File: config.mk
export PLATFORM = sky130hd
export DESIGN_NAME = box_to_tile_binner
export DESIGN_NICKNAME = d
export VERILOG_FILES = /design/src/design/btb_pkg.sv /design/src/design/btb_divider.sv /design/src/design/box_to_tile_binner.sv
export SDC_FILE = /design/constraint.sdc
export NUM_CORES = 1
export LEC_CHECK = 0
export BUFFER_PORTS_ARGS = -buffer_cell sky130_fd_sc_hd__buf_4
export CAP_MARGIN = 10
export CORE_MARGIN = 2
export CORE_UTILIZATION = 25
export DETAILED_ROUTE_END_ITERATION = 7
export HOLD_SLACK_MARGIN = 0.08
export PLACE_DENSITY_LB_ADDON = 0.08
export RECOVER_POWER = 25
export REMOVE_ABC_BUFFERS = 1
export SYNTH_ARGS = -nofsm -noshare
export SYNTH_HDL_FRONTEND = slang
export SYNTH_HIERARCHICAL = 1
export SYNTH_SLANG_ARGS = --single-unit
File: constraint.sdc
create_clock -name i_clk -period 13.5 [get_ports i_clk]
set_input_delay 2.7 -clock i_clk [delete_from_list [all_inputs] [get_ports i_clk]]
set_output_delay 2.7 -clock i_clk [all_outputs]
set_load 0.02 [all_outputs]
File: src/design/btb_pkg.sv
`timescale 1ns / 1ps
`default_nettype none

package btb_pkg;

    // Field widths fixed by the interface.
    localparam int COORD_W    = 16;
    localparam int EXTENT_W   = 15;
    localparam int SUM_W      = 17;
    localparam int QUO_W      = 16;
    localparam int STEP_W     = 4;
    localparam int IDX_W      = 8;
    localparam int SIZE_W     = 10;
    localparam int GRID_W     = 9;
    localparam int CFG_W      = 10;
    localparam int CFG_ADDR_W = 2;
    localparam int AXIS_W     = 2;

    localparam logic [SIZE_W-1:0] TILE_SIZE_RESET = 10'd32;
    localparam logic [GRID_W-1:0] GRID_RESET      = 9'd64;
    localparam logic [GRID_W-1:0] GRID_MAX        = 9'd256;
    localparam logic [AXIS_W-1:0] AXIS_LAST       = 2'd3;

    typedef enum logic [CFG_ADDR_W-1:0] {
        CFG_TILE_WIDTH   = 2'd0,
        CFG_TILE_HEIGHT  = 2'd1,
        CFG_GRID_COLUMNS = 2'd2,
        CFG_GRID_ROWS    = 2'd3
    } t_cfg_index;

    typedef enum logic [2:0] {
        ST_IDLE,
        ST_DIV_START,
        ST_DIV_WAIT,
        ST_SPAN,
        ST_EMIT
    } t_state;

    typedef struct packed {
        logic             start;
        logic [QUO_W-1:0] dividend;
    } t_div_req;

    typedef struct packed {
        logic             done;
        logic [QUO_W-1:0] quotient;
        logic             rem_zero;
    } t_div_rsp;

endpackage

`default_nettype wire

File: src/design/btb_divider.sv
`timescale 1ns / 1ps
`default_nettype none

// Restoring radix-2 divider: one quotient bit per cycle.
module btb_divider #(
    parameter int DIVISOR_W = 14
) (
    input  wire                      i_clk,
    input  wire                      i_rst_n,
    input  wire btb_pkg::t_div_req   i_req,
    input  wire  [DIVISOR_W-1:0]     i_divisor,
    output btb_pkg::t_div_rsp        o_rsp
);

    localparam logic [btb_pkg::STEP_W-1:0] LAST_STEP = btb_pkg::STEP_W'(btb_pkg::QUO_W - 1);

    logic [DIVISOR_W-1:0]        r_rem, n_rem;
    logic [btb_pkg::QUO_W-1:0]   r_quo, n_quo;
    logic [btb_pkg::STEP_W-1:0]  r_cnt, n_cnt;
    logic                        r_busy, n_busy;
    logic                        r_done, n_done;

    logic [DIVISOR_W:0] trial;
    logic [DIVISOR_W:0] diff;
    logic               fits;

    always_comb begin
        trial = {r_rem, r_quo[btb_pkg::QUO_W-1]};
        fits  = (trial >= {1'b0, i_divisor});
        diff  = trial - {1'b0, i_divisor};

        n_rem  = r_rem;
        n_quo  = r_quo;
        n_cnt  = r_cnt;
        n_busy = r_busy;
        n_done = 1'b0;
        if (i_req.start) begin
            n_rem  = '0;
            n_quo  = i_req.dividend;
            n_cnt  = '0;
            n_busy = 1'b1;
        end else if (r_busy) begin
            n_rem = fits ? diff[DIVISOR_W-1:0] : trial[DIVISOR_W-1:0];
            n_quo = {r_quo[btb_pkg::QUO_W-2:0], fits};
            n_cnt = r_cnt + 1'b1;
            if (r_cnt == LAST_STEP) begin
                n_busy = 1'b0;
                n_done = 1'b1;
            end
        end
    end

    always_ff @(posedge i_clk) begin
        if (!i_rst_n) begin
            r_busy <= 1'b0;
            r_done <= 1'b0;
            r_cnt  <= '0;
        end else begin
            r_busy <= n_busy;
            r_done <= n_done;
            r_cnt  <= n_cnt;
        end
        r_rem <= n_rem;
        r_quo <= n_quo;
    end

    assign o_rsp.done     = r_done;
    assign o_rsp.quotient = r_quo;
    assign o_rsp.rem_zero = (r_rem == '0);

endmodule

`default_nettype wire

File: src/design/box_to_tile_binner.sv
`timescale 1ns / 1ps
`default_nettype none

// Box to tile binner.
// A box beat (left, top, width, height in signed/unsigned fixed point) enters on the
// box channel when i_box_valid is high and o_box_stall is low. The block then maps
// both corners to tile indices with one shared restoring divider, which runs four
// divisions of 16 steps each, one quotient bit per cycle. After the fourth division
// and a span check the block yields one tile beat per cycle while the receiver does
// not stall, up to MAX_SPAN * MAX_SPAN beats. o_box_stall stays high from acceptance
// until the final tile beat is taken, and the next box can be taken in the cycle
// after that; the block never takes a new box before the last one is done.
// Tile beats come column by column with rows innermost; o_last marks the final one
// and o_truncated is high on every beat of a box whose span was capped.
// While i_tile_stall is high the tile beat holds in the output register unchanged.
// The configuration port writes one register per cycle with i_cfg_we; it is meant
// to be used only while the block is idle. Synchronous reset restores the default
// tile size of 32 by 32 pixels and a 64 by 64 grid and empties the block.
module box_to_tile_binner #(
    parameter int MAX_SPAN      = 8,
    parameter int FRACTION_BITS = 4
) (
    input  wire                               i_clk,
    input  wire                               i_rst_n,
    // Configuration write port.
    input  wire                               i_cfg_we,
    input  wire  [btb_pkg::CFG_ADDR_W-1:0]    i_cfg_index,
    input  wire  [btb_pkg::CFG_W-1:0]         i_cfg_data,
    // Box channel.
    input  wire                               i_box_valid,
    output logic                              o_box_stall,
    input  wire  signed [btb_pkg::COORD_W-1:0] i_box_left,
    input  wire  signed [btb_pkg::COORD_W-1:0] i_box_top,
    input  wire  [btb_pkg::EXTENT_W-1:0]      i_box_width,
    input  wire  [btb_pkg::EXTENT_W-1:0]      i_box_height,
    // Tile channel.
    output logic                              o_tile_valid,
    input  wire                               i_tile_stall,
    output logic [btb_pkg::IDX_W-1:0]         o_tile_column,
    output logic [btb_pkg::IDX_W-1:0]         o_tile_row,
    output logic                              o_last,
    output logic                              o_truncated
);

    // The divisor is the tile size in fixed point.
    localparam int DIVISOR_W = btb_pkg::SIZE_W + FRACTION_BITS;
    localparam logic [btb_pkg::IDX_W-1:0] SPAN_M1 = btb_pkg::IDX_W'(MAX_SPAN - 1);

    // Configuration registers.
    logic [btb_pkg::SIZE_W-1:0] r_tile_width, r_tile_height;
    logic [btb_pkg::GRID_W-1:0] r_grid_columns, r_grid_rows;

    // Latched box.
    logic signed [btb_pkg::COORD_W-1:0] r_left, r_top;
    logic [btb_pkg::EXTENT_W-1:0]       r_width, r_height;

    // Sequencer and tile walk state.
    btb_pkg::t_state             r_state, n_state;
    logic [btb_pkg::AXIS_W-1:0]  r_axis, n_axis;
    logic [btb_pkg::IDX_W-1:0]   r_column_cursor, n_column_cursor;
    logic [btb_pkg::IDX_W-1:0]   r_row_cursor, n_row_cursor;
    logic [btb_pkg::IDX_W-1:0]   r_first_row, n_first_row;
    logic [btb_pkg::IDX_W-1:0]   r_final_column, n_final_column;
    logic [btb_pkg::IDX_W-1:0]   r_final_row, n_final_row;
    logic                        r_span_capped, n_span_capped;
    logic                        r_out_valid, n_out_valid;

    btb_pkg::t_div_req div_req;
    btb_pkg::t_div_rsp div_rsp;

    logic                          box_beat, tile_beat, at_last;
    logic [btb_pkg::SIZE_W-1:0]    size_sel, size_eff;
    logic [btb_pkg::GRID_W-1:0]    grid_sel;
    logic [btb_pkg::IDX_W-1:0]     lim;
    logic [btb_pkg::COORD_W-1:0]   base_sel;
    logic [btb_pkg::EXTENT_W-1:0]  ext_sel;
    logic [btb_pkg::SUM_W-1:0]     coord;
    logic                          coord_pos;
    logic [btb_pkg::QUO_W-1:0]     q_adj;
    logic [btb_pkg::IDX_W-1:0]     idx;
    logic [DIVISOR_W-1:0]          divisor;
    logic [btb_pkg::IDX_W-1:0]     col_diff, row_diff;

    assign box_beat  = i_box_valid && !o_box_stall;
    assign tile_beat = r_out_valid && !i_tile_stall;
    assign at_last   = (r_column_cursor == r_final_column) && (r_row_cursor == r_final_row);

    // Axis 0 and 2 are columns, 1 and 3 rows; axis 2 and 3 are the far corner.
    always_comb begin
        size_sel = r_axis[0] ? r_tile_height : r_tile_width;
        size_eff = (size_sel == '0) ? btb_pkg::SIZE_W'(1) : size_sel;
        divisor  = DIVISOR_W'(size_eff) << FRACTION_BITS;

        grid_sel = r_axis[0] ? r_grid_rows : r_grid_columns;
        if (grid_sel == '0) begin
            lim = '0;
        end else if (grid_sel > btb_pkg::GRID_MAX) begin
            lim = '1;
        end else begin
            lim = btb_pkg::IDX_W'(grid_sel - 1'b1);
        end

        base_sel  = r_axis[0] ? r_top : r_left;
        ext_sel   = r_axis[1] ? (r_axis[0] ? r_height : r_width) : '0;
        coord     = {base_sel[btb_pkg::COORD_W-1], base_sel} + {2'b00, ext_sel};
        coord_pos = !coord[btb_pkg::SUM_W-1] && (coord != '0);

        // An exact multiple of the tile size belongs to the tile before it.
        q_adj = div_rsp.rem_zero ? (div_rsp.quotient - 1'b1) : div_rsp.quotient;
        if (!coord_pos) begin
            idx = '0;
        end else if (q_adj > btb_pkg::QUO_W'(lim)) begin
            idx = lim;
        end else begin
            idx = q_adj[btb_pkg::IDX_W-1:0];
        end

        div_req.start    = (r_state == btb_pkg::ST_DIV_START);
        div_req.dividend = coord[btb_pkg::QUO_W-1:0];
    end

    btb_divider #(
        .DIVISOR_W (DIVISOR_W)
    ) u_div (
        .i_clk     (i_clk),
        .i_rst_n   (i_rst_n),
        .i_req     (div_req),
        .i_divisor (divisor),
        .o_rsp     (div_rsp)
    );

    // Next state and outputs of the sequencer.
    always_comb begin
        n_state         = r_state;
        n_axis          = r_axis;
        n_column_cursor = r_column_cursor;
        n_row_cursor    = r_row_cursor;
        n_first_row     = r_first_row;
        n_final_column  = r_final_column;
        n_final_row     = r_final_row;
        n_span_capped   = r_span_capped;
        n_out_valid     = r_out_valid;
        col_diff        = r_final_column - r_column_cursor;
        row_diff        = r_final_row - r_first_row;

        case (r_state)
            btb_pkg::ST_IDLE: begin
                if (box_beat) begin
                    n_state       = btb_pkg::ST_DIV_START;
                    n_axis        = '0;
                    n_span_capped = 1'b0;
                end
            end
            btb_pkg::ST_DIV_START: begin
                n_state = btb_pkg::ST_DIV_WAIT;
            end
            btb_pkg::ST_DIV_WAIT: begin
                if (div_rsp.done) begin
                    case (r_axis)
                        2'd0: n_column_cursor = idx;
                        2'd1: begin
                            n_first_row  = idx;
                            n_row_cursor = idx;
                        end
                        2'd2: n_final_column = idx;
                        default: n_final_row = idx;
                    endcase
                    if (r_axis == btb_pkg::AXIS_LAST) begin
                        n_state = btb_pkg::ST_SPAN;
                    end else begin
                        n_axis  = r_axis + 1'b1;
                        n_state = btb_pkg::ST_DIV_START;
                    end
                end
            end
            btb_pkg::ST_SPAN: begin
                // Cap each axis at MAX_SPAN tiles from its start.
                if (col_diff > SPAN_M1) begin
                    n_final_column = r_column_cursor + SPAN_M1;
                    n_span_capped  = 1'b1;
                end
                if (row_diff > SPAN_M1) begin
                    n_final_row   = r_first_row + SPAN_M1;
                    n_span_capped = 1'b1;
                end
                n_out_valid = 1'b1;
                n_state     = btb_pkg::ST_EMIT;
            end
            btb_pkg::ST_EMIT: begin
                if (tile_beat) begin
                    if (at_last) begin
                        n_out_valid = 1'b0;
                        n_state     = btb_pkg::ST_IDLE;
                    end else if (r_row_cursor == r_final_row) begin
                        n_row_cursor    = r_first_row;
                        n_column_cursor = r_column_cursor + 1'b1;
                    end else begin
                        n_row_cursor = r_row_cursor + 1'b1;
                    end
                end
            end
            default: begin
                n_state     = btb_pkg::ST_IDLE;
                n_out_valid = 1'b0;
            end
        endcase
    end

    always_ff @(posedge i_clk) begin
        if (!i_rst_n) begin
            r_state         <= btb_pkg::ST_IDLE;
            r_axis          <= '0;
            r_column_cursor <= '0;
            r_row_cursor    <= '0;
            r_first_row     <= '0;
            r_final_column  <= '0;
            r_final_row     <= '0;
            r_span_capped   <= 1'b0;
            r_out_valid     <= 1'b0;
        end else begin
            r_state         <= n_state;
            r_axis          <= n_axis;
            r_column_cursor <= n_column_cursor;
            r_row_cursor    <= n_row_cursor;
            r_first_row     <= n_first_row;
            r_final_column  <= n_final_column;
            r_final_row     <= n_final_row;
            r_span_capped   <= n_span_capped;
            r_out_valid     <= n_out_valid;
        end
    end

    // Configuration registers.
    always_ff @(posedge i_clk) begin
        if (!i_rst_n) begin
            r_tile_width   <= btb_pkg::TILE_SIZE_RESET;
            r_tile_height  <= btb_pkg::TILE_SIZE_RESET;
            r_grid_columns <= btb_pkg::GRID_RESET;
            r_grid_rows    <= btb_pkg::GRID_RESET;
        end else if (i_cfg_we) begin
            case (i_cfg_index)
                btb_pkg::CFG_TILE_WIDTH:   r_tile_width   <= i_cfg_data[btb_pkg::SIZE_W-1:0];
                btb_pkg::CFG_TILE_HEIGHT:  r_tile_height  <= i_cfg_data[btb_pkg::SIZE_W-1:0];
                btb_pkg::CFG_GRID_COLUMNS: r_grid_columns <= i_cfg_data[btb_pkg::GRID_W-1:0];
                btb_pkg::CFG_GRID_ROWS:    r_grid_rows    <= i_cfg_data[btb_pkg::GRID_W-1:0];
                default: begin
                end
            endcase
        end
    end

    // Box payload is captured on acceptance and held for the whole box.
    always_ff @(posedge i_clk) begin
        if (box_beat) begin
            r_left   <= i_box_left;
            r_top    <= i_box_top;
            r_width  <= i_box_width;
            r_height <= i_box_height;
        end
    end

    assign o_box_stall   = (r_state != btb_pkg::ST_IDLE);
    assign o_tile_valid  = r_out_valid;
    assign o_tile_column = r_column_cursor;
    assign o_tile_row    = r_row_cursor;
    assign o_last        = at_last;
    assign o_truncated   = r_span_capped;

    // A tile beat is only offered while the walk is running.
    a_valid_in_emit: assert property (@(posedge i_clk) disable iff (!i_rst_n)
        o_tile_valid |-> (r_state == btb_pkg::ST_EMIT))
        else $error("tile beat offered outside the walk");

    // The cursors never pass the final tile of the box.
    a_cursor_bound: assert property (@(posedge i_clk) disable iff (!i_rst_n)
        o_tile_valid |-> ((o_tile_column <= r_final_column) && (o_tile_row <= r_final_row)
                          && (o_tile_row >= r_first_row)))
        else $error("tile cursor outside the box span");

    // The span on each axis stays within the cap.
    a_span_cap: assert property (@(posedge i_clk) disable iff (!i_rst_n)
        o_tile_valid |-> ((r_final_column - r_column_cursor) <= SPAN_M1)
                         && ((r_final_row - r_first_row) <= SPAN_M1))
        else $error("tile span exceeds the cap");

    // Taking the final tile ends the box and frees the box channel.
    a_last_ends: assert property (@(posedge i_clk) disable iff (!i_rst_n)
        (tile_beat && o_last) |=> (!o_tile_valid && !o_box_stall))
        else $error("box did not end after its final tile");

    // No new box is taken while a box is in progress.
    a_one_box: assert property (@(posedge i_clk) disable iff (!i_rst_n)
        box_beat |=> (o_box_stall && !o_tile_valid))
        else $error("box channel open while a box is in progress");

endmodule

`default_nettype wire

* Yosys cells after proc, flatten, opt, wreduce, memory -nomap -nowiden
Index checks and enable logic that the tools add are counted.
** Operators by class
- Bitwise logic cells :: 3
- Magnitude comparators :: 5
- Mux-type cells :: 55
- Add/sub/neg operators :: 12
- Eq/ne operators :: 27
- Reductions and logical operators :: 37
** Operators by type and width (count)
- $mux 8 :: 20
- $mux 16 :: 4
- $pmux 8 s2 :: 4
- $mux 15 :: 2
- $mux 10 :: 2
- $ne 2x2->1 const B :: 9
- $add 16x16->17 :: 1
- $reduce_bool 17->1 :: 1
- $add 8x1->8 const B :: 2
- $add 8x3->8 const B :: 2
- $eq 8x8->1 :: 2
- $gt 16x8->1 :: 1
- $gt 8x3->1 const B :: 2
- $reduce_and 4->1 :: 4
- $sub 16x1->16 const B :: 1
- $sub 8x8->8 :: 2
- $ge 15x14->1 :: 1
- $pmux 3 s5 :: 1
- $logic_not 14->1 :: 1
- $mux 14 :: 1
- $sub 14x14->14 :: 1
- $mux 3 :: 4
- $logic_not 10->1 :: 1
- $reduce_bool 2->1 :: 5
- 31 further kinds :: 65
** Word-level totals
- Bits of input ports :: 79
- Output and inout port bits :: 20
- Logic and storage cells :: 161
- Register bits after elaboration :: 183

* Logic depth before layout (Yosys ltp)
Gate-level depths: netlist of the first run.
- Depth after elaboration :: 10
- Gate-level depth with buffers :: 18
- Mapped depth without buffers :: 17

* Cells and area by module
Netlist of the first run, hierarchy kept.
** Modules (own cells, without submodules)
- box_to_tile_binner :: area each 8833.5 µm², seq. area each 3563.4 µm², cells an instance 953, instances 1
- btb_divider :: area each 2446.1 µm², seq. area each 880.8 µm², cells an instance 252, instances 1

* Worst setup path before layout of the first run
Ideal clock, no wire load.
- Kind :: register -> register
- Start point :: register r_axis[0] in the netlist's numbering
- End point :: register r_final_column[6] in the netlist's numbering
- Buffers on the path :: 5
- Data arrival time :: 4934 ps
- Slack :: 8444 ps
- Library setup time :: 122 ps
- Stages on the path, launching flop included :: 19
- Period minus slack after synthesis :: 5056 ps
- Required time :: 13378 ps
- Path through :: dfxtp_1 -> buf_2 -> buf_1 -> clkbuf_1 -> clkbuf_1 -> mux2i_1 -> nor2_1 -> ha_1 -> fa_1 -> a21o_1 -> a221oi_2 -> xnor2_1 -> a2111oi_2 -> o2111ai_1 -> or4_4 -> o31ai_4 -> buf_6 -> nor3_1 -> o311a_1
** On the way
- Elaborated cells on any way between the ends :: 22
- Classes of those cells :: add/sub: 2; order compare: 2; eq/ne: 2; mux: 11; reduce/logical: 5
** RTL lines
- start: declaration :: line box_to_tile_binner.sv:59 : logic [btb_pkg::AXIS_W-1:0] r_axis, n_axis;
- start signal: assignment :: line box_to_tile_binner.sv:222 : r_axis <= n_axis;
- $mux 15 (2 in series) :: line box_to_tile_binner.sv:104 : ext_sel = r_axis[1] ? (r_axis[0] ? r_height : r_width) : '0;
- $add 16x16->17 * :: line box_to_tile_binner.sv:105 : coord = {base_sel[btb_pkg::COORD_W-1], base_sel} + {2'b00, ext_sel};
- named net coord, one bit :: line box_to_tile_binner.sv:77 : logic [btb_pkg::SUM_W-1:0] coord;
- $reduce_bool 17->1 * :: line box_to_tile_binner.sv:106 : coord_pos = !coord[btb_pkg::SUM_W-1] && (coord != '0);
- $logic_and 1x1->1 * :: line box_to_tile_binner.sv:106
- $mux 8 * :: line box_to_tile_binner.sv:110 : if (!coord_pos) begin
- $mux 8 * :: line box_to_tile_binner.sv:159 : case (r_axis)
- $mux 8 * :: line box_to_tile_binner.sv:158 : if (div_rsp.done) begin
- $pmux 8 s2 * :: line box_to_tile_binner.sv:146 : case (r_state)
- end signal: assignment :: line box_to_tile_binner.sv:226 : r_final_column <= n_final_column;
- end: declaration :: line box_to_tile_binner.sv:63 : logic [btb_pkg::IDX_W-1:0] r_final_column, n_final_column;
The timed path passes the listed nets; every way through them passes the cells marked *. The select of a mux whose other input is x is not followed.
A chain may end at the register's enable or synchronous reset.

* Worst setup path after layout of the first run
- Start point :: register r_axis[0] in the netlist's numbering
- End point :: register r_final_row[1] in the netlist's numbering
** On the way
- Elaborated cells on any way between the ends :: 25
- Classes of those cells :: add/sub: 2; order compare: 2; eq/ne: 3; mux: 11; reduce/logical: 7
** RTL lines
- $mux 15 (2 in series) :: line box_to_tile_binner.sv:104
- $add 16x16->17 * :: line box_to_tile_binner.sv:105
- named net coord, one bit :: line box_to_tile_binner.sv:77
- $reduce_bool 17->1 * :: line box_to_tile_binner.sv:106
- $logic_and 1x1->1 * :: line box_to_tile_binner.sv:106
- $mux 8 * :: line box_to_tile_binner.sv:110
- $mux 8 * :: line box_to_tile_binner.sv:159
- $mux 8 * :: line box_to_tile_binner.sv:158
- $pmux 8 s2 * :: line box_to_tile_binner.sv:146
- end signal: assignment :: line box_to_tile_binner.sv:227 : r_final_row <= n_final_row;
- end: declaration :: line box_to_tile_binner.sv:64 : logic [btb_pkg::IDX_W-1:0] r_final_row, n_final_row;
Marks and branches as above.

==> results.md, run 1 <==
- Outcome: complete, but fails checks
- Failing checks: max-capacitance violations, max-slew violations
- 1st-iter DRT viols: 531
- Area Growth Syn to Fin: 16.2%
- Drt total wl: 33,500 um
- Number of H-tree levels: 4
- Setup TNS: 0 ps
- Largest net degree at the start of global routing: 64
- Postcts setup bufs: 0
- Nets: 1,431
- Internal: 1.15 mW
- Combinational share of power: 34.1%
- Final setup viols: 0
- Worst skew pair latency: 480 ps
- Worst IR Drop VDD: 0.0720 mV
- Hold Worst Slack: 456 ps
- Max transition margin: -7.04%
- CP peak stage delay: 740 ps
- Reg power frac: 39.3%
- CP endpoint kind: flop
- EDFF count, synth: 78
- IO buf count: 98
- Starting Density: 25.4%
- Crit Path Class: flop to flop
- Post-Syn Instances: 1,205
- Max-Cap Viols: 1
- Crit path launch: r_axis[0]$_SDFFE_PN0P_
- Hold Crit Class: flop to flop
- Hold path start: r_first_row[1]$_SDFFE_PN0P_
- Syn_area_per_cell: 9.36 um2
- Sw frac: 36.4%
- Clk root buf: clkbuf_16
- Register-to-Register Setup Slack: 8160 ps
- Layout Cells excl Fill: 1,888
- Fin crit period: 5340 ps
- Top cells by area, synth: edfxtp_1 (21%), dfxtp_1 (19%), ha_1 (7.2%), mux2_2 (4.3%), mux2i_1 (4.1%)
- Slowest stage cell, crit path: dfxtp_2
- CTS tree: yes
- Cell taking the most area after synthesis: edfxtp_1
- CP Max Fanout: 36
- Critical Path Source Type: flop
- Asr flop ratio synth: 0%
- Fin. Hold Viols: 0
- CP arrival: 5700 ps
- Share of cells above drive strength 1: 15.7%
- FF-to-FF Start: r_axis[0]$_SDFFE_PN0P_
- Ys flop type: dfxtp_1
- Ys Warns: 6
- First-pass GRT wire length: 52,900 um
- Top-area cell type share of the netlist area: 20.8%
- Total gr overflow: 0
- Worst slew pin tran: 1610 ps
- # resized after CTS: 0
- Clock skew: 12.6 ps
- Clock-pin slew on the worst setup and hold paths: 70 ps
- CTS Buf Count: 17
- Antenna violations before repair: 0
- Gr usage total: 14.7%
- Cts-stage hold buffer count: 0
- Final Slew Violations: 31
- Die W: 216 um
- Clock Sinks: 183
- Leading cell type in the layout, fill and taps excluded: nand2_1
- Leakage: 5.05 nW
- Synth cell types: 78
- Commonest cells after routing, fill and taps aside: nand2_1 (112), nor2_1 (109), dfxtp_1 (104), a21oi_1 (85), edfxtp_1 (78)
- Vias after detailed routing: 9,068
- #FFs+latches synth: 183
- Pwr/cell area: 138 nW/um2
- DR WL/cell: 17.7 um
- Highest clock rate: 187 MHz
- Critical Path RT: 13,860 ps
- Synthesized area: 11,300 um2
- Fin util: 29.5%
- Sequential share of the synthesized area: 39.4%
- DRC Markers: 0
- DP Cell Count: 1,854
- Vias in the first global route: 9,049
- Core Box Area: 44,400 um2
- Drt first pass iters: 5
- Die Area: 46,800 um2
- Die Y: 216 um
- RSZ-0062 raised after global routing: no
- Via density: 4.80
- Switching pwr: 659 uW
- Final ANT Viol Nets: 0
- # diodes: 0
- Bufs and invs on worst path: 2
- Clk pwr share: 26.6%
- Ports: 99
- Hpwl dp: 24,700 um
- Tot Pwr: 1.81 mW
- CP top delay family: compound AO/OA/AOI/OAI gates
- Clk buf depth: 2
- Row cnt: 77
- Routability cong.: 0.788
- CP cell instances: buf_4, mux2_2, ha_1, fa_1, a21o_1, a221oi_2, xnor2_1, a2111oi_2, o2111ai_1, or4_4, o31ai_4, buf_6, nor3_1, o311a_1
- Final Cycle Share: 39.6%
[layer usage]
metal,up-vias,share of wire (%),global-route usage (%)
met3,37,3.2,3.12
met4,0,2.0,5.11
met1,4309,48,19.3
met2,141,47,23.9
met5,-,0,0
li1,4581,-,-
[cells in the mapped netlist, types with 26 or more instances]
| cell | instances |
|---|---|
| nand3_1 | 36 |
| nand2_1 | 112 |
| xnor2_1 | 33 |
| mux2i_1 | 46 |
| mux2_2 | 43 |
| edfxtp_1 | 78 |
| xor2_1 | 28 |
| a21oi_1 | 85 |
| ha_1 | 65 |
| inv_1 | 55 |
| nor2_1 | 109 |
| clkbuf_1 | 34 |
| dfxtp_1 | 105 |
| nor3_1 | 37 |
| nand2b_1 | 26 |
| o21ai_0 | 37 |
[per-stage QoR]
| stage | setup WS, ps | area (um2) |
|---|---|---|
| floorplan | 8160 | 11000 |
| global placement | 7690 | 12600 |
| detailed placement | 7690 | 12600 |
| CTS | 7640 | 13100 |
| global route | 7740 | 13100 |
| finish | 8160 | 13100 |
[power by group through the flow]
stage / registers [mW] / logic [mW] / clock network, mW
final: 0.711 / 0.616 / 0.481
after global routing: 0.721 / 0.690 / 0.519
after CTS: 0.712 / 0.617 / 0.499
after detailed placement: 0.724 / 0.614 / 0
after global placement: 0.726 / 0.619 / 0
after floorplan: 0.705 / 0.440 / 0
[tightest hold or removal path, cell delays in order, from the launching register on]
cell	delay (ps)
dfxtp_1	310
nand2_1	50
a21oi_1	50
[final timing paths]
path,endpoint,cells after the start
max,r_final_row[1]$_SDFFE_PN0P_,14
min,r_first_row[1]$_SDFFE_PN0P_,2
max reg2reg,r_final_row[1]$_SDFFE_PN0P_,14
min reg2reg,r_first_row[1]$_SDFFE_PN0P_,2
[kinds of logic after synthesis]
family	synth area share, %
muxes	8.37
xor gates and xnor gates	4.74
AOI/OAI and AO/OA	17.6
other	0.0332
and+or+nand+nor	17.5
adders and majority gates	8.01
buffers and inverters	4.35
DFF	39.4
[state kept, by name, indices dropped and copies added, names as in the netlist, 2 cells and up]
name / count
u_div/r_rem: 14
u_div/r_quo: 16
r_final_row: 8
u_div/r_cnt: 4
r_axis: 2
r_left: 16
r_grid_columns: 9
r_first_row: 8
r_width: 15
r_state: 3
r_tile_height: 10
r_grid_rows: 9
r_height: 15
r_top: 16
r_final_column: 8
o_tile_column: 8
r_tile_width: 10
o_tile_row: 8
[layout make-up]
class | instances | area [um2]
clock buffer | 21 | 462
fill | 4699 | 31300
clock inverter | 11 | 73.8
timing repair buffer | 108 | 803
sequential | 183 | 4450
multi-input combinational | 916 | 6370
inverter | 57 | 214
tap | 592 | 741
No activity file was read; power rests on OpenSTA's default activity.
==> run 2, diff against run 1 <==
==> constraint.sdc (replaced) <==
create_clock -name i_clk -period 5.25 [get_ports i_clk]
set_input_delay 1.05 -clock i_clk [delete_from_list [all_inputs] [get_ports i_clk]]
set_output_delay 1.05 -clock i_clk [all_outputs]
set_load 0.02 [all_outputs]
==> run 2 against run 1 <==
The flow still finishes with violations (max-capacitance violations, max-slew violations). First-iteration DRC count decreased by 6.4%. Die area did not move. Worst setup slack worse by 7600 ps. Clock skew rose by 2.4 ps. Register-to-register slack worse by 7600 ps. Count of clock-buffer cells in the layout decreased by 1. Non-clock buffer count is 6 higher. Critical path depth grew 1. Global-route usage about the same. Combinational power grew to 2.6 times the previous value. Worst hold slack better by 1.1 ps. Wire length shrank 0.35%. Largest cell class unchanged.
==> results.md, run 2 (synthesis gave the netlist of run 1 again) <==
- Leakage: 5.10 nW (was 5.05 nW)
- Drt first pass iters: 5 (unchanged)
- Gr usage total: 14.7% (about the same)
- Postcts setup bufs: 0 (unchanged)
- Cts-stage hold buffer count: 0 (unchanged)
- Final setup viols: 0 (unchanged)
- Clk buf depth: 2 (unchanged)
- CP Max Fanout: 14 (was 36)
- Vias after detailed routing: 9,167 (was 9,068)
- Max-Cap Viols: 1 (unchanged)
- Die W: 216 um (unchanged)
- CTS Buf Count: 17 (unchanged)
- Clock Sinks: 183 (unchanged)
- Routability cong.: 0.778 (was 0.788)
- Vias in the first global route: 9,282 (was 9,049)
- Fin crit period: 4660 ps (was 5340 ps)
- Commonest cells after routing, fill and taps aside: nand2_1 (112), nor2_1 (109), dfxtp_1 (104), a21oi_1 (85), edfxtp_1 (78) (unchanged)
- Die Area: 46,800 um2 (unchanged)
- DP Cell Count: 1,862 (was 1,854)
- Die Y: 216 um (unchanged)
- Register-to-Register Setup Slack: 590 ps (was 8160 ps)
- Largest net degree at the start of global routing: 40 (was 64)
- IO buf count: 98 (unchanged)
- CTS tree: yes (unchanged)
- Area Growth Syn to Fin: 17.0% (was 16.2%)
- Antenna violations before repair: 0 (unchanged)
- Worst slew pin tran: 2140 ps (was 1610 ps)
- First-pass GRT wire length: 53,100 um (was 52,900 um)
- Leading cell type in the layout, fill and taps excluded: nand2_1 (unchanged)
- Pwr/cell area: 356 nW/um2 (was 138 nW/um2)
- Fin. Hold Viols: 0 (unchanged)
- Setup TNS: 0 ps (unchanged)
- Largest registers: r_left x16, r_top x16, u_div/r_quo x16 (unchanged)
- Crit Path Class: flop to flop (unchanged)
- Final Cycle Share: 88.9% (was 39.6%)
- Clock skew: 15.0 ps (was 12.6 ps)
- Layout Cells excl Fill: 1,894 (was 1,888)
- Drt total wl: 33,400 um (was 33,500 um)
- CP endpoint kind: flop (unchanged)
- Hold Crit Class: flop to flop (unchanged)
- Total gr overflow: 0 (unchanged)
- Number of H-tree levels: 4 (unchanged)
- Worst IR Drop VDD: 0.210 mV (was 0.0720 mV)
- Nets: 1,437 (was 1,431)
- Worst skew pair latency: 480 ps (about the same)
- # diodes: 0 (unchanged)
- Final Slew Violations: 40 (was 31)
- Hpwl dp: 25,100 um (was 24,700 um)
- DR WL/cell: 17.6 um (was 17.7 um)
- Highest clock rate: 214 MHz (was 187 MHz)
- Critical Path RT: 5610 ps (was 13,860 ps)
- Starting Density: 25.4% (unchanged)
- 1st-iter DRT viols: 497 (was 531)
- Share of cells above drive strength 1: 16.4% (was 15.7%)
- Final ANT Viol Nets: 0 (unchanged)
- Row cnt: 77 (unchanged)
- Place WS: 268 ps (was 7690 ps)
- Clk root buf: clkbuf_16 (unchanged)
- Critical Path Source Type: flop (unchanged)
- Ports: 99 (unchanged)
- Core Box Area: 44,400 um2 (unchanged)
- Via density: 4.84 (was 4.80)
- DRC Markers: 0 (unchanged)
- Clock-pin slew on the worst setup and hold paths: 70 ps (about the same)
- Outcome: complete, but fails checks (unchanged)
- Max transition margin: -42.6% (was -7.04%)
- RSZ-0062 raised after global routing: no (unchanged)
- Post-route setup slack: 585 ps (was 8160 ps)
- Failing checks: max-capacitance violations, max-slew violations (unchanged)
- CP arrival: 5020 ps (was 5700 ps)
==> run 2: cell type report <==
| class | count | area (um2) |
|---|---|---|
| Tap cell | 592 | 741 |
| Multi-Input combinational cell | 916 | 6370 |
| Clock buffer | 20 | 447 |
| Sequential cell | 183 | 4450 |
| Timing Repair Buffer | 114 | 861 |
| Clock inverter | 12 | 121 |
| Fill cell | 4698 | 31200 |
| Inverter | 57 | 214 |
==> run 2: final timing paths <==
check	startpoint	end	depth (start not counted)
max	u_div/r_rem[0]$_SDFFE_PP0P_	r_final_row[1]$_SDFFE_PN0P_	15
min	r_grid_columns[8]$_SDFFE_PN0P_	r_grid_columns[8]$_SDFFE_PN0P_	2
max reg2reg	u_div/r_rem[0]$_SDFFE_PP0P_	r_final_row[1]$_SDFFE_PN0P_	15
min reg2reg	r_grid_columns[8]$_SDFFE_PN0P_	r_grid_columns[8]$_SDFFE_PN0P_	2
==> run 2: power breakdown <==
| part | internal (mW) | switching (mW) | total, mW |
|---|---|---|---|
| Clock | 0.672 | 0.600 | 1.27 |
| Sequential | 1.67 | 0.162 | 1.83 |
| Combinational | 0.660 | 0.931 | 1.59 |
==> run 2: repair_timing <==
action	in CTS	in global routing
endpoints found under the setup margin	0	31
resized for setup	0	4
hold endpoints to repair	0	0
==> run 2: metrics by stage <==
stage / total power [mW] / util [%] / cell area (um2) / hold WS, ps
after floorplan: 2.94 / - / 11000 / 432
after global placement: 3.47 / 28.5 / 12600 / 446
after detailed placement: 3.46 / 28.5 / 12600 / 448
after CTS: 4.76 / 29.7 / 13200 / 458
after global routing: 5.01 / 29.7 / 13200 / 481
final: 4.70 / 29.7 / 13200 / 457
==> run 2: routing by layer <==
metal,vias up,GRT usage (%),share of wire (%)
li1,4600,-,-
met2,150,24.4,47
met1,4391,19.2,48
met4,0,4.13,1.6
met3,26,3.27,3.5
met5,-,0,0
==> run 2: worst max-delay path, cell delays in order, from the launching register on <==
cell      delay (ps)
dfxtp_1          360
or4_1            540
nor4_1           240
buf_4            190
nor3b_1          390
nand2_1          160
nor4_1           250
xor2_1           250
ha_1             290
a21oi_1          140
o21ai_0          100
o22ai_1          170
o211ai_1         410
o21ai_0          530
nor3_1           140
o311a_1          380
==> run 3, diff against run 2 <==
--- a/config.mk
+++ b/config.mk
@@ -5,6 +5,7 @@
 export SDC_FILE = /design/constraint.sdc
 export NUM_CORES = 1
 export LEC_CHECK = 0
+export ABC_AREA = 1
 export BUFFER_PORTS_ARGS = -buffer_cell sky130_fd_sc_hd__buf_4
 export CAP_MARGIN = 10
 export CORE_MARGIN = 2
@@ -13,7 +14,6 @@
 export HOLD_SLACK_MARGIN = 0.08
 export PLACE_DENSITY_LB_ADDON = 0.08
 export RECOVER_POWER = 25
-export REMOVE_ABC_BUFFERS = 1
 export SYNTH_ARGS = -nofsm -noshare
 export SYNTH_HDL_FRONTEND = slang
 export SYNTH_HIERARCHICAL = 1
==> run 3 against run 2 <==
The flow still finishes with violations (max-capacitance violations, max-slew violations). Sequential power up 21%. Worst hold slack about the same. Sequential cell count unchanged. First-iteration DRC count up 12%. Sequential share of layout area down 2.0 points. Combinational power rose to 2.6 times the previous value. Via count up 19%. Wire length up 9.9%. Design area up 6.4%. Largest cell class unchanged. Highest routed layer unchanged.
==> results.md, run 3 <==
- Outcome: complete, but fails checks (unchanged)
- Failing checks: max-capacitance violations, max-slew violations (unchanged)
- Number of H-tree levels: 4 (unchanged)
- Cell taking the most area after synthesis: edfxtp_1 (unchanged)
- Leading cell type in the layout, fill and taps excluded: nand2_1 (unchanged)
- Total gr overflow: 0 (unchanged)
- Hold Worst Slack: 458 ps (was 457 ps)
- Worst slew pin tran: 2730 ps (was 2140 ps)
- Sequential share of the synthesized area: 36.8% (was 39.4%)
- Nets: 1,981 (was 1,437)
- Vias in the first global route: 10,871 (was 9,282)
- #FFs+latches synth: 183 (unchanged)
- Final Cycle Share: 75.3% (was 88.9%)
- DR WL/cell: 14.9 um (was 17.6 um)
- Place WS: 1360 ps (was 268 ps)
- Largest net degree at the start of global routing: 61 (was 40)
- Core Box Area: 47,700 um2 (was 44,400 um2)
- Synth cell types: 55 (was 78)
- Pwr/cell area: 548 nW/um2 (was 356 nW/um2)
- Vias after detailed routing: 10,882 (was 9,167)
- Ports: 99 (unchanged)
- Die W: 224 um (was 216 um)
- CP arrival: 4320 ps (was 5020 ps)
- Fin. Hold Viols: 0 (unchanged)
- # resized after CTS: 0 (unchanged)
- Ys Warns: 6 (unchanged)
- # diodes: 0 (unchanged)
- Via density: 4.42 (was 4.84)
- Tot Pwr: 7.70 mW (was 4.70 mW)
- Crit path top cell by count: nand2_1
- Critical Path RT: 5620 ps (was 5610 ps)
- Crit Path Class: flop to flop (unchanged)
- Top-count cell post-synth: nand2_1 (unchanged)
- 1st-iter DRT viols: 559 (was 497)
- Clock Sinks: 183 (unchanged)
- Drt first pass iters: 5 (unchanged)
- RSZ-0062 raised after global routing: no (unchanged)
- CTS Buf Count: 17 (unchanged)
- Postcts setup bufs: 0 (unchanged)
- Post-route setup slack: 1300 ps (was 585 ps)
- Synth top cells by count: nand2_1 (522), inv_1 (255), nor2_1 (185) (was nand2_1 (112), nor2_1 (109), dfxtp_1 (105))
- Clock-pin slew on the worst setup and hold paths: 70 ps (about the same)
- DP Cell Count: 2,428 (was 1,862)
- Routability cong.: 0.809 (was 0.778)
- Setup TNS: 0 ps (unchanged)
- Highest clock rate: 253 MHz (was 214 MHz)
- CP Max Fanout: 7 (was 14)
- Fin util: 29.4% (was 29.7%)
- Ys flop type: dfxtp_1 (unchanged)
- Synthesized area: 12,100 um2 (was 11,300 um2)
- Hold path cells: 2 (unchanged)
- Largest registers: r_left x16, r_top x16, u_div/r_quo x16 (unchanged)
- Worst IR Drop VDD: 0.195 mV (was 0.210 mV)
- Final ANT Viol Nets: 0 (unchanged)
- Clk root buf: clkbuf_16 (unchanged)
- First-pass GRT wire length: 58,900 um (was 53,100 um)
- Clock skew: 16.8 ps (was 15.0 ps)
- Clk buf depth: 2 (unchanged)
- Worst skew pair latency: 490 ps (was 480 ps)
- CP cell instances: inv_1, nand3_1, nor4_1, inv_2, nor2_8, nand3_4, nor2_4, xor2_1, ha_1, a21oi_1, o21a_1, nand2_1, nand2_1, nand3_1, nor2_1, nand2_1, nand2_1, nand2_1, nand3_1, a21oi_1 (was or4_1, nor4_1, buf_4, nor3b_1, nand2_1, nor4_1, xor2_1, ha_1, a21oi_1, o21ai_0, o22ai_1, o211ai_1, o21ai_0, nor3_1, o311a_1)
- Die Y: 224 um (was 216 um)
- Drt total wl: 36,700 um (was 33,400 um)
- EDFF count, synth: 78 (unchanged)
- Post-place instance area: 13,400 um2 (was 12,600 um2)
- # fillers: 5,270 (was 4,698)
- Critical Path Source Type: flop (unchanged)
- Max-Cap Viols: 1 (unchanged)
- Worst r2r path cells: 20 (was 15)
- Hpwl dp: 28,000 um (was 25,100 um)
- CP peak stage delay: 920 ps (was 540 ps)
- DRC Markers: 0 (unchanged)
- Leakage: 6.83 nW (was 5.10 nW)
- CP endpoint kind: flop (unchanged)
- Die Area: 50,100 um2 (was 46,800 um2)
- Final setup viols: 0 (unchanged)
- Top cells by area, synth: edfxtp_1 (19%), dfxtp_1 (17%), nand2_1 (16%), inv_1 (7.9%), ha_1 (6.7%) (was edfxtp_1 (21%), dfxtp_1 (19%), ha_1 (7.2%), mux2_2 (4.3%), mux2i_1 (4.1%))
- Top-area cell type share of the netlist area: 19.4% (was 20.8%)
- Max transition margin: -82.1% (was -42.6%)
- CTS tree: yes (unchanged)
- Slowest stage cell, crit path: nor4_1 (was or4_1)
- Cts-stage hold buffer count: 0 (unchanged)
- Row cnt: 80 (was 77)
- Gr usage total: 15.1% (was 14.7%)
- Hold Crit Class: flop to flop (unchanged)
- Layout Cells excl Fill: 2,461 (was 1,894)
- Share of cells above drive strength 1: 10.8% (was 16.4%)
- Final Slew Violations: 61 (was 40)
- Commonest cells after routing, fill and taps aside: nand2_1 (522), inv_1 (254), nor2_1 (184), a21oi_1 (110), dfxtp_1 (104) (was nand2_1 (112), nor2_1 (109), dfxtp_1 (104), a21oi_1 (85), edfxtp_1 (78))
- Starting Density: 25.3% (was 25.4%)
- Fin area: 14,000 um2 (was 13,200 um2)
- Asr flop ratio synth: 0% (unchanged)
- Antenna violations before repair: 0 (unchanged)
- IO buf count: 98 (unchanged)
- Syn_area_per_cell: 6.91 um2 (was 9.36 um2)
- Area Growth Syn to Fin: 16.3% (was 17.0%)
- Fin crit period: 3950 ps (was 4660 ps)
- Post-Syn Instances: 1,748 (was 1,205)
-- run 3: cell count changes after synthesis, sizes merged, moves of 29 or more --
cell	previous run	this run
inv	55	259
mux2i	46	0
a21oi	85	114
mux2	43	0
nand3	36	115
nand2	112	533
o21ai	44	107
nor2	109	199
-- run 3: worst max-delay path, delay by kind of cell, from the launching register on --
kind / cells / cell delay [ps]
buf+inv: 2 / 270
simple gates: 13 / 2380
xor+xnor: 1 / 210
flops: 1 / 330
compound gates: 3 / 370
fa+ha+maj: 1 / 280
-- run 3: cell type report --
cell class                      instances  area [um2]  area share (%)
Timing Repair Buffer                  108         811            5.77
Inverter                              262         983            7.00
Clock buffer                           17         425            3.03
Tap cell                              615         769            5.48
Clock inverter                         15         169            1.20
Sequential cell                       183        4450            31.6
Multi-Input combinational cell       1261        6440            45.9
-- run 3: final timing paths --
check / endpoint / from / slack [ps]
worst max-delay path: o_tile_row[3]$_SDFFE_PN0P_ / u_div/r_rem[5]$_SDFFE_PP0P_ / 1300
worst min-delay path: r_grid_columns[2]$_SDFFE_PN0P_ / r_grid_columns[2]$_SDFFE_PN0P_ / 460
worst max register to register: o_tile_row[3]$_SDFFE_PN0P_ / u_div/r_rem[5]$_SDFFE_PP0P_ / 1300
worst min register to register: r_grid_columns[2]$_SDFFE_PN0P_ / r_grid_columns[2]$_SDFFE_PN0P_ / 460
-- run 3: cells by family after synthesis --
kind of cell | share of synthesized area, %
DFF | 36.8
buffers and inverters | 10.1
and+or+nand+nor | 32.5
AOI/OAI and AO/OA | 10.7
xor gates and xnor gates | 2.47
adders and majority gates | 7.40
other | 0.0311
-- run 3: power breakdown --
group | internal, mW | switching, mW
Clock | 0.683 | 0.683
Sequential | 1.90 | 0.311
Combinational | 1.35 | 2.77
Total | 3.93 | 3.76
-- run 3: layer usage --
metal	share of wire, %	vias to the layer above	GRT usage [%]	wire length (um)
met5	0	-	0	0
met4	1.3	0	3.91	479
met3	3.0	20	3.13	1090
met2	48	139	26.0	17800
met1	47	4976	19.3	17400
li1	-	5747	-	-
